**config.mk**
```make
export PLATFORM = sky130hd
export DESIGN_NAME = bresenham_line_raster
export DESIGN_NICKNAME = d
export VERILOG_FILES = /design/src/hdl/bline_pkg.sv /design/src/hdl/bresenham_line_raster.sv /design/src/hdl/bline_ctrl.sv /design/src/hdl/bline_dp.sv
export SDC_FILE = /design/constraint.sdc
export NUM_CORES = 1
export LEC_CHECK = 0
export BUFFER_PORTS_ARGS = -buffer_cell sky130_fd_sc_hd__clkbuf_2
export CELL_PAD_IN_SITES_DETAIL_PLACEMENT = 1
export CELL_PAD_IN_SITES_GLOBAL_PLACEMENT = 1
export CORE_MARGIN = 4
export CORE_UTILIZATION = 39
export DETAILED_ROUTE_END_ITERATION = 16
export PLACE_DENSITY = 0.82
export RECOVER_POWER = 25
export SLEW_MARGIN = 15
export SYNTH_ARGS = -nofsm -noshare
export SYNTH_HDL_FRONTEND = slang
export SYNTH_SLANG_ARGS = --single-unit
```
**constraint.sdc**
```tcl
create_clock -name clk_i -period 3.3 [get_ports clk_i]
set_input_delay 0.495 -clock clk_i [delete_from_list [all_inputs] [get_ports clk_i]]
set_output_delay 0.495 -clock clk_i [all_outputs]
set_load 0.01 [all_outputs]
```
**src/hdl/bline_pkg.sv**
```systemverilog
package bline_pkg;

  // default coordinate width (two's complement)
  localparam int unsigned COORD_BITS_DEF = 6;

  // surface size registers
  localparam int unsigned REG_W   = 6;
  localparam int unsigned COLOR_W = 32;
  localparam int unsigned APB_W   = 32;
  localparam int unsigned ADDR_W  = 3;

  localparam logic [REG_W-1:0] SURF_RESET = 6'd32;

  // register indexes (paddr[2])
  localparam logic REG_WIDTH_IDX  = 1'b0;
  localparam logic REG_HEIGHT_IDX = 1'b1;

  // controller -> datapath
  typedef struct packed {
    logic capture;    // latch a new line command
    logic swap_axes;  // steepness test, swap x/y if steep
    logic order;      // order endpoints, load deltas and error term
    logic emit;       // load output register and advance one major step
  } cmd_t;

  // datapath -> controller
  typedef struct packed {
    logic at_end;     // current major coordinate is the final one
  } status_t;

endpackage

```
**src/hdl/bresenham_line_raster.sv**
```systemverilog
// Bresenham line rasteriser. Each input transaction is one line command
// (start and end point as COORD_BITS-bit two's complement, plus a 32-bit
// packed colour); the block answers with one output transaction per step
// along the major axis, i.e. max(|dx|,|dy|)+1 pixels, ending with tlast.
// Steep lines are walked along y, and every line is walked towards the
// larger major coordinate, so a line may come out end-first. tuser marks a
// pixel as visible when 0 <= x < surface_width and 0 <= y < surface_height
// (APB registers at 0x0 and 0x4, reset 32; a size of 0 clips everything,
// clipped pixels are still sent). A command is accepted in the idle state
// and then set up in the swap and order states of the controller; after
// that the datapath issues one pixel per cycle while the consumer keeps
// tready high. The next command is taken as soon as the last pixel has
// been loaded into the output register.
module bresenham_line_raster #(
  parameter int unsigned COORD_BITS = bline_pkg::COORD_BITS_DEF
) (
  input  logic                              clk_i,
  input  logic                              rst_ni,
  // line command stream
  input  logic                              s_axis_tvalid,
  output logic                              s_axis_tready,
  // start_x, start_y, end_x, end_y, line_color, zero pad
  input  logic [((4*COORD_BITS+bline_pkg::COLOR_W+7)/8)*8-1:0] s_axis_tdata,
  // pixel stream
  output logic                              m_axis_tvalid,
  input  logic                              m_axis_tready,
  // pixel_x, pixel_y, pixel_color, zero pad
  output logic [((2*COORD_BITS+bline_pkg::COLOR_W+7)/8)*8-1:0] m_axis_tdata,
  // visible
  output logic                              m_axis_tuser,
  // last_pixel
  output logic                              m_axis_tlast,
  // configuration
  input  logic                              psel,
  input  logic                              penable,
  input  logic                              pwrite,
  input  logic [bline_pkg::ADDR_W-1:0]      paddr,
  input  logic [bline_pkg::APB_W-1:0]       pwdata,
  output logic [bline_pkg::APB_W-1:0]       prdata,
  output logic                              pready
);

  localparam int unsigned CB      = COORD_BITS;
  localparam int unsigned CW      = bline_pkg::COLOR_W;
  localparam int unsigned RW      = bline_pkg::REG_W;

  // ---------------------------------------------------------------
  // Surface size registers
  // ---------------------------------------------------------------
  logic [RW-1:0] width_q, height_q;
  logic          reg_sel;
  logic          cfg_wr;

  assign pready  = 1'b1;
  assign reg_sel = paddr[2];
  assign cfg_wr  = psel && penable && pwrite && pready;

  always_ff @(posedge clk_i or negedge rst_ni) begin
    if (!rst_ni) begin
      width_q  <= bline_pkg::SURF_RESET;
      height_q <= bline_pkg::SURF_RESET;
    end else if (cfg_wr) begin
      case (reg_sel)
        bline_pkg::REG_WIDTH_IDX:  width_q  <= pwdata[RW-1:0];
        bline_pkg::REG_HEIGHT_IDX: height_q <= pwdata[RW-1:0];
        default: ;
      endcase
    end
  end

  always_comb begin
    case (reg_sel)
      bline_pkg::REG_WIDTH_IDX:  prdata = bline_pkg::APB_W'(width_q);
      bline_pkg::REG_HEIGHT_IDX: prdata = bline_pkg::APB_W'(height_q);
      default:                   prdata = '0;
    endcase
  end

  // ---------------------------------------------------------------
  // Controller and datapath
  // ---------------------------------------------------------------
  bline_pkg::cmd_t    cmd;
  bline_pkg::status_t status;

  logic signed [CB-1:0] pixel_x, pixel_y;
  logic [CW-1:0]        pixel_color;

  bline_ctrl u_ctrl (
    .clk_i       (clk_i),
    .rst_ni      (rst_ni),
    .in_valid_i  (s_axis_tvalid),
    .in_ready_o  (s_axis_tready),
    .out_valid_o (m_axis_tvalid),
    .out_ready_i (m_axis_tready),
    .status_i    (status),
    .cmd_o       (cmd)
  );

  bline_dp #(
    .COORD_BITS (COORD_BITS)
  ) u_dp (
    .clk_i         (clk_i),
    .cmd_i         (cmd),
    .status_o      (status),
    .start_x_i     ($signed(s_axis_tdata[CB-1:0])),
    .start_y_i     ($signed(s_axis_tdata[2*CB-1:CB])),
    .end_x_i       ($signed(s_axis_tdata[3*CB-1:2*CB])),
    .end_y_i       ($signed(s_axis_tdata[4*CB-1:3*CB])),
    .line_color_i  (s_axis_tdata[4*CB+CW-1:4*CB]),
    .surf_width_i  (width_q),
    .surf_height_i (height_q),
    .pixel_x_o     (pixel_x),
    .pixel_y_o     (pixel_y),
    .visible_o     (m_axis_tuser),
    .pixel_color_o (pixel_color),
    .last_pixel_o  (m_axis_tlast)
  );

  // pad bits of the output word are constant zero
  always_comb begin
    m_axis_tdata                  = '0;
    m_axis_tdata[CB-1:0]          = pixel_x;
    m_axis_tdata[2*CB-1:CB]       = pixel_y;
    m_axis_tdata[2*CB+CW-1:2*CB]  = pixel_color;
  end

endmodule

```
**src/hdl/bline_ctrl.sv**
```systemverilog
module bline_ctrl (
  input  logic              clk_i,
  input  logic              rst_ni,
  input  logic              in_valid_i,
  output logic              in_ready_o,
  output logic              out_valid_o,
  input  logic              out_ready_i,
  input  bline_pkg::status_t status_i,
  output bline_pkg::cmd_t    cmd_o
);

  localparam logic [1:0] StIdle  = 2'd0;
  localparam logic [1:0] StSwap  = 2'd1;
  localparam logic [1:0] StOrder = 2'd2;
  localparam logic [1:0] StRun   = 2'd3;

  logic [1:0] state_q, state_d;
  logic       out_vld_q, out_vld_d;
  logic       emit;

  assign in_ready_o  = (state_q == StIdle);
  assign out_valid_o = out_vld_q;

  // output register free or draining this cycle
  assign emit = (state_q == StRun) && (!out_vld_q || out_ready_i);

  always_comb begin
    cmd_o           = '0;
    cmd_o.capture   = in_valid_i && (state_q == StIdle);
    cmd_o.swap_axes = (state_q == StSwap);
    cmd_o.order     = (state_q == StOrder);
    cmd_o.emit      = emit;
  end

  always_comb begin
    state_d = state_q;
    case (state_q)
      StIdle:  if (in_valid_i) state_d = StSwap;
      StSwap:  state_d = StOrder;
      StOrder: state_d = StRun;
      StRun:   if (emit && status_i.at_end) state_d = StIdle;
      default: state_d = StIdle;
    endcase
  end

  always_comb begin
    if (emit) begin
      out_vld_d = 1'b1;
    end else if (out_ready_i) begin
      out_vld_d = 1'b0;
    end else begin
      out_vld_d = out_vld_q;
    end
  end

  always_ff @(posedge clk_i or negedge rst_ni) begin
    if (!rst_ni) begin
      state_q   <= StIdle;
      out_vld_q <= 1'b0;
    end else begin
      state_q   <= state_d;
      out_vld_q <= out_vld_d;
    end
  end

endmodule

```
**src/hdl/bline_dp.sv**
```systemverilog
module bline_dp #(
  parameter int unsigned COORD_BITS = bline_pkg::COORD_BITS_DEF
) (
  input  logic                                clk_i,
  input  bline_pkg::cmd_t                     cmd_i,
  output bline_pkg::status_t                  status_o,
  input  logic signed [COORD_BITS-1:0]        start_x_i,
  input  logic signed [COORD_BITS-1:0]        start_y_i,
  input  logic signed [COORD_BITS-1:0]        end_x_i,
  input  logic signed [COORD_BITS-1:0]        end_y_i,
  input  logic [bline_pkg::COLOR_W-1:0]       line_color_i,
  input  logic [bline_pkg::REG_W-1:0]         surf_width_i,
  input  logic [bline_pkg::REG_W-1:0]         surf_height_i,
  output logic signed [COORD_BITS-1:0]        pixel_x_o,
  output logic signed [COORD_BITS-1:0]        pixel_y_o,
  output logic                                visible_o,
  output logic [bline_pkg::COLOR_W-1:0]       pixel_color_o,
  output logic                                last_pixel_o
);

  localparam int unsigned CB    = COORD_BITS;
  localparam int unsigned DW    = CB + 1;           // signed difference
  localparam int unsigned ERR_W = CB + 2;           // error term, -dmin..dmaj
  localparam int unsigned CMP_W = bline_pkg::REG_W + 1;

  logic signed [CB-1:0] ax_q, ay_q, bx_q, by_q;
  logic [bline_pkg::COLOR_W-1:0] color_q;
  logic                 steep_q;

  logic signed [CB-1:0] major_q, end_q, minor_q;
  logic [CB-1:0]        dmaj_q, dmin_q;
  logic signed [ERR_W-1:0] err_q;
  logic                 step_up_q;

  logic signed [CB-1:0] px_q, py_q;
  logic                 vis_q, last_q;
  logic [bline_pkg::COLOR_W-1:0] pcol_q;

  // shared delta / magnitude logic, used by both setup steps
  logic signed [DW-1:0] dx, dy;
  logic [CB-1:0]        adx, ady;
  logic                 steep, swap_pts, step_up;

  assign dx  = DW'(bx_q) - DW'(ax_q);
  assign dy  = DW'(by_q) - DW'(ay_q);
  assign adx = dx[DW-1] ? CB'(-dx) : CB'(dx);
  assign ady = dy[DW-1] ? CB'(-dy) : CB'(dy);
  assign steep    = ady > adx;
  assign swap_pts = ax_q > bx_q;
  assign step_up  = swap_pts ? (by_q < ay_q) : (ay_q < by_q);

  // Bresenham step
  logic signed [ERR_W-1:0] err_sub, err_d;
  logic signed [CB-1:0]    minor_d;
  logic signed [CB-1:0]    cur_x, cur_y;
  logic                    cur_vis;

  assign err_sub = err_q - $signed({2'b00, dmin_q});

  always_comb begin
    err_d   = err_sub;
    minor_d = minor_q;
    if (err_sub[ERR_W-1]) begin
      err_d   = err_sub + $signed({2'b00, dmaj_q});
      minor_d = step_up_q ? (minor_q + CB'(1)) : (minor_q - CB'(1));
    end
  end

  assign cur_x = steep_q ? minor_q : major_q;
  assign cur_y = steep_q ? major_q : minor_q;
  assign cur_vis = !cur_x[CB-1] && !cur_y[CB-1] &&
                   (CMP_W'($unsigned(cur_x)) < CMP_W'(surf_width_i)) &&
                   (CMP_W'($unsigned(cur_y)) < CMP_W'(surf_height_i));

  assign status_o.at_end = (major_q == end_q);

  always_ff @(posedge clk_i) begin
    if (cmd_i.capture) begin
      ax_q    <= start_x_i;
      ay_q    <= start_y_i;
      bx_q    <= end_x_i;
      by_q    <= end_y_i;
      color_q <= line_color_i;
    end
    if (cmd_i.swap_axes) begin
      steep_q <= steep;
      if (steep) begin
        ax_q <= ay_q;
        ay_q <= ax_q;
        bx_q <= by_q;
        by_q <= bx_q;
      end
    end
    if (cmd_i.order) begin
      major_q   <= swap_pts ? bx_q : ax_q;
      end_q     <= swap_pts ? ax_q : bx_q;
      minor_q   <= swap_pts ? by_q : ay_q;
      step_up_q <= step_up;
      dmaj_q    <= adx;
      dmin_q    <= ady;
      err_q     <= ERR_W'(adx >> 1);
    end
    if (cmd_i.emit) begin
      px_q    <= cur_x;
      py_q    <= cur_y;
      vis_q   <= cur_vis;
      pcol_q  <= color_q;
      last_q  <= (major_q == end_q);
      major_q <= major_q + CB'(1);
      minor_q <= minor_d;
      err_q   <= err_d;
    end
  end

  assign pixel_x_o     = px_q;
  assign pixel_y_o     = py_q;
  assign visible_o     = vis_q;
  assign pixel_color_o = pcol_q;
  assign last_pixel_o  = last_q;

endmodule

```
==> flow_metrics.py <==
metrics = {
    "run_status": {
        "status": "complete, but fails checks",
        "violations": "setup timing",
    },
    "placed_design": {
        "place_inst": 1070,
        "gp_congestion": 0.7970,
        "dpl.hpwl_um": 14090,
        "dp_slack_ns": -0.4805,
        "port_buffers": 123,
    },
    "route": {
        "drc": 0,
        "final_antenna_net_count": 0,
        "wl_per_cell_um": 18.62,
        "num_vias": 5576,
        "drt_iter0_drc": 354,
        "first_pass_iters": 4,
        "avgViaCountPerCell": 4.970,
        "drt-total-wl_um": 20900,
    },
    "yosys": {
        "yosys_warnings": 0,
        "synth_edf_count": 118,
        "ys.flop_type": "edfxtp_1",
        "synth_cell_types": 50,
        "async_flop_share_pct": 9.554,
        "syn_inst": 627,
        "yosysSeqAreaShare_pct": 54.72,
        "ys_ff_latch": 157,
        "avgSynthCellArea_um2": 12.83,
        "netlist_area_um2": 8044,
    },
    "floorplanning": {
        "num_rows": 52,
        "io_pins": 183,
        "fp.dieH_um": 151.6,
        "dieArea_um2": 22990,
        "start_util_pct": 39.75,
        "die_w_um": 151.6,
        "core_um2": 20230,
    },
    "clock_tree": {
        "clockBufferDepth": 2,
        "htreeDepth": 4,
        "cts_num_sinks": 157,
        "cts_made_buffers": 17,
        "tritoncts": "built",
        "insertion_delay_ns": 0.43,
        "clk_pin_slew_ns": 0.07,
        "root_buffer": "clkbuf_16",
    },
    "worst_setup_path": {
        "cp_slowest_cell": "fa_2",
        "rr_endpoint": "u_dp.bx_q[3]",
        "cp.arrival_ns": 3.99,
        "crit_path_start": "u_dp.by_q[0]",
        "r2r_setup_slack_ns": -0.37,
        "cp_cell_sequence": "inv_2 -> ha_4 -> fa_2 -> buf_4 -> buf_4 -> xor2_1 -> and3_1 -> a31oi_2 -> xnor2_2 -> ha_4 -> and4_4 -> a21oi_4 -> a32oi_4 -> nand2_2 -> buf_12 -> buf_12 -> mux2_4",
        "crit_path_start_kind": "register",
        "critPathMaxFanout": 7,
        "endpoint": "u_dp.bx_q[3]",
        "r2r-start": "u_dp.by_q[0]",
        "end_kind": "register",
        "path_class": "reg -> reg",
        "rr_worst_depth": 17,
        "slowest_delay_ns": 0.36,
        "worstPathRequired_ns": 3.62,
    },
    "timing": {
        "max_slew_margin_pct": 34.23,
        "finalMaxSlewViolations": 0,
        "hold_viol": 0,
        "timing.final.crit_share_pct": 111.2,
        "layout_setup_ws_ns": -0.3690,
        "finalSetupViolations": 24,
        "worst_pin_slew_ns": 0.9778,
        "hold_slack_ns": 0.2492,
        "max_freq_ghz": 0.2726,
        "clock_skew_ns": 0.01173,
        "grt_setup_unrepaired": "true",
        "period_needed_ns": 3.669,
    },
    "min_path": {
        "hold_class": "in -> reg",
    },
    "final_layout": {
        "area.growth.synth_to_final_pct": 29.52,
        "finalNetCount": 993,
        "drive_above_1_share_pct": 40.26,
        "fin_cells": 1122,
        "fillCellCount": 2127,
        "n_antenna_cell": 0,
    },
    "run": {
        "max_cap_viol_count": 0,
    },
    "grt": {
        "antenna_found_initial": 0,
        "grt_first_pass_wirelength_um": 30170,
        "gr-usage-met3_pct": 3.391,
        "grt_overflow": 0,
        "grt_pass1_vias": 5785,
        "top_usage_layer": "met2",
        "use_met2_pct": 29.30,
        "grt_usage_pct": 17.07,
        "grt_max_degree": 53,
        "use_met1_pct": 21.16,
    },
}
## flip-flops by register name, summed over array words and instances, names as in the netlist
register and flops:
u_dp.last_pixel_o 1, u_dp.pixel_color_o 32, u_dp.step_up_q 1, u_dp.pixel_x_o 6, height_q 6, u_dp.ay_q 6
u_dp.end_q 6, u_dp.ax_q 6, u_dp.major_q 6, u_dp.pixel_y_o 6, u_ctrl.out_valid_o 1, u_dp.visible_o 1
u_dp.dmin_q 6, u_dp.err_q 8, u_dp.color_q 32, u_dp.bx_q 6, u_dp.steep_q 1, u_dp.by_q 6
u_dp.minor_q 6, u_dp.dmaj_q 6, u_ctrl.state_q 2, width_q 6
## layer usage
layer / vias up / share of wire, %
met2: 172 / 51
met5: - / 0
met3: 38 / 5.7
li1: 2611 / -
met4: 0 / 2.7
met1: 2755 / 40
## cell usage in the layout, fill, tap and decap left out, drive strengths merged, types with 2 or more instances in the layout
cell type,instances
a211oi,5
a21boi,3
a21o,7
a21oi,31
a31oi,5
and4,2
buf,82
clkbuf,140
clkinv,6
clkinvlp,3
conb,31
dfrtp,13
dfstp,2
dfxtp,24
edfxtp,118
fa,5
ha,51
inv,58
mux2,53
mux2i,47
nand2,22
nand2b,12
nand3,7
nand4,2
nor2,29
nor2b,7
nor3,2
nor4,3
o211ai,3
o21a,4
o21ai,19
o31ai,3
xnor2,23
xor2,15
## worst min path at each step
stage / start / to / slack, ns / cells after the start
2_1_floorplan: rst_ni / height_q[0] / 0.20 / 0
3_3_place_gp: u_dp.color_q[12] / u_dp.pixel_color_o[12] / 0.40 / 0
3_5_place_dp: u_dp.color_q[7] / u_dp.pixel_color_o[7] / 0.41 / 0
4_1_cts: s_axis_tdata[33] / u_dp.color_q[9] / 0.23 / 1
5_1_grt: s_axis_tdata[27] / u_dp.color_q[3] / 0.23 / 1
6_report: s_axis_tdata[33] / u_dp.color_q[9] / 0.25 / 1
## final cells by class
cell class / instances / area (µm²) / area share (%)
Multi-Input combinational cell: 404 / 3566 / 34.23
Clock buffer: 17 / 425.4 / 4.083
Timing Repair Buffer: 206 / 1344 / 12.90
Clock inverter: 15 / 138.9 / 1.333
Inverter: 53 / 198.9 / 1.909
Sequential cell: 157 / 4408 / 42.31
Tap cell: 270 / 337.8 / 3.242
## cell usage after synthesis (all sizes together) (2+ instances only)
cell type  count  area share [%]
ha            51             7.9
nor3           2            0.12
dfstp          2            0.65
conb           2           0.093
and4           2            0.22
nor4           3            0.23
a211oi         5            0.53
mux2          53             7.4
xor2          15             1.6
inv           53             2.5
xnor2         23             2.5
a21oi         31             1.9
o211ai         3            0.28
clkbuf         3            0.14
nor2          29             1.4
buf           39             3.5
mux2i         47             5.8
o31ai          3            0.28
nand4          2            0.16
fa             5             1.2
a21boi         3            0.28
dfrtp         13             4.0
nand2         22             1.0
nand2b        12            0.93
nand3          7            0.44
a21o           7            0.65
nor2b          7            0.54
dfxtp         24             6.0
a31oi          5            0.39
o21a           4            0.37
o21ai         19             1.2
edfxtp       118              44
## logic make-up (layout without fill, tap and decap cells)
group,Yosys count,count (layout),share of synthesized area (%)
flops,157,157,54.72
xor+xnor,39,39,4.417
buf+inv,95,291,6.128
fa+ha+maj,56,56,9.177
mux,100,100,13.27
other cells,2,31,0.09336
simple gates,90,90,5.397
compound gates,88,88,6.797
## metrics by stage
step	cell area, µm²	setup TNS, ns	utilization [%]
global route	10420	-8.570	51.49
CTS	10160	-6.020	50.20
finish	10420	-7.526	51.49
floorplan	8178	0	-
detailed placement	9318	-9.846	46.05
global placement	9318	-7.079	46.05
## what timing repair did
item | in CTS | in global routing
endpoints found under the setup margin | 24 | 24
resized for setup | 39 | 36
endpoints found under the hold margin | 13 | 0
pin swaps | 18 | 21
setup buffers | 10 | 8
gates cloned | 1 | 0
hold buffers | 1 | 0
## critical path: cells and delay by family, from the launching register on
kind	cells	cell delay, ns
XOR/XNOR	2	0.30
AND/OR/NAND/NOR	3	0.58
AO/OA/AOI/OAI	3	0.60
multiplexers	1	0.29
buffers and inverters	5	0.63
adder cells (fa/ha/maj)	3	0.82
flip-flops	1	0.35
Power is not shown: default switching activity piles up to over one toggle a cycle in this logic, so the estimate is an artifact.
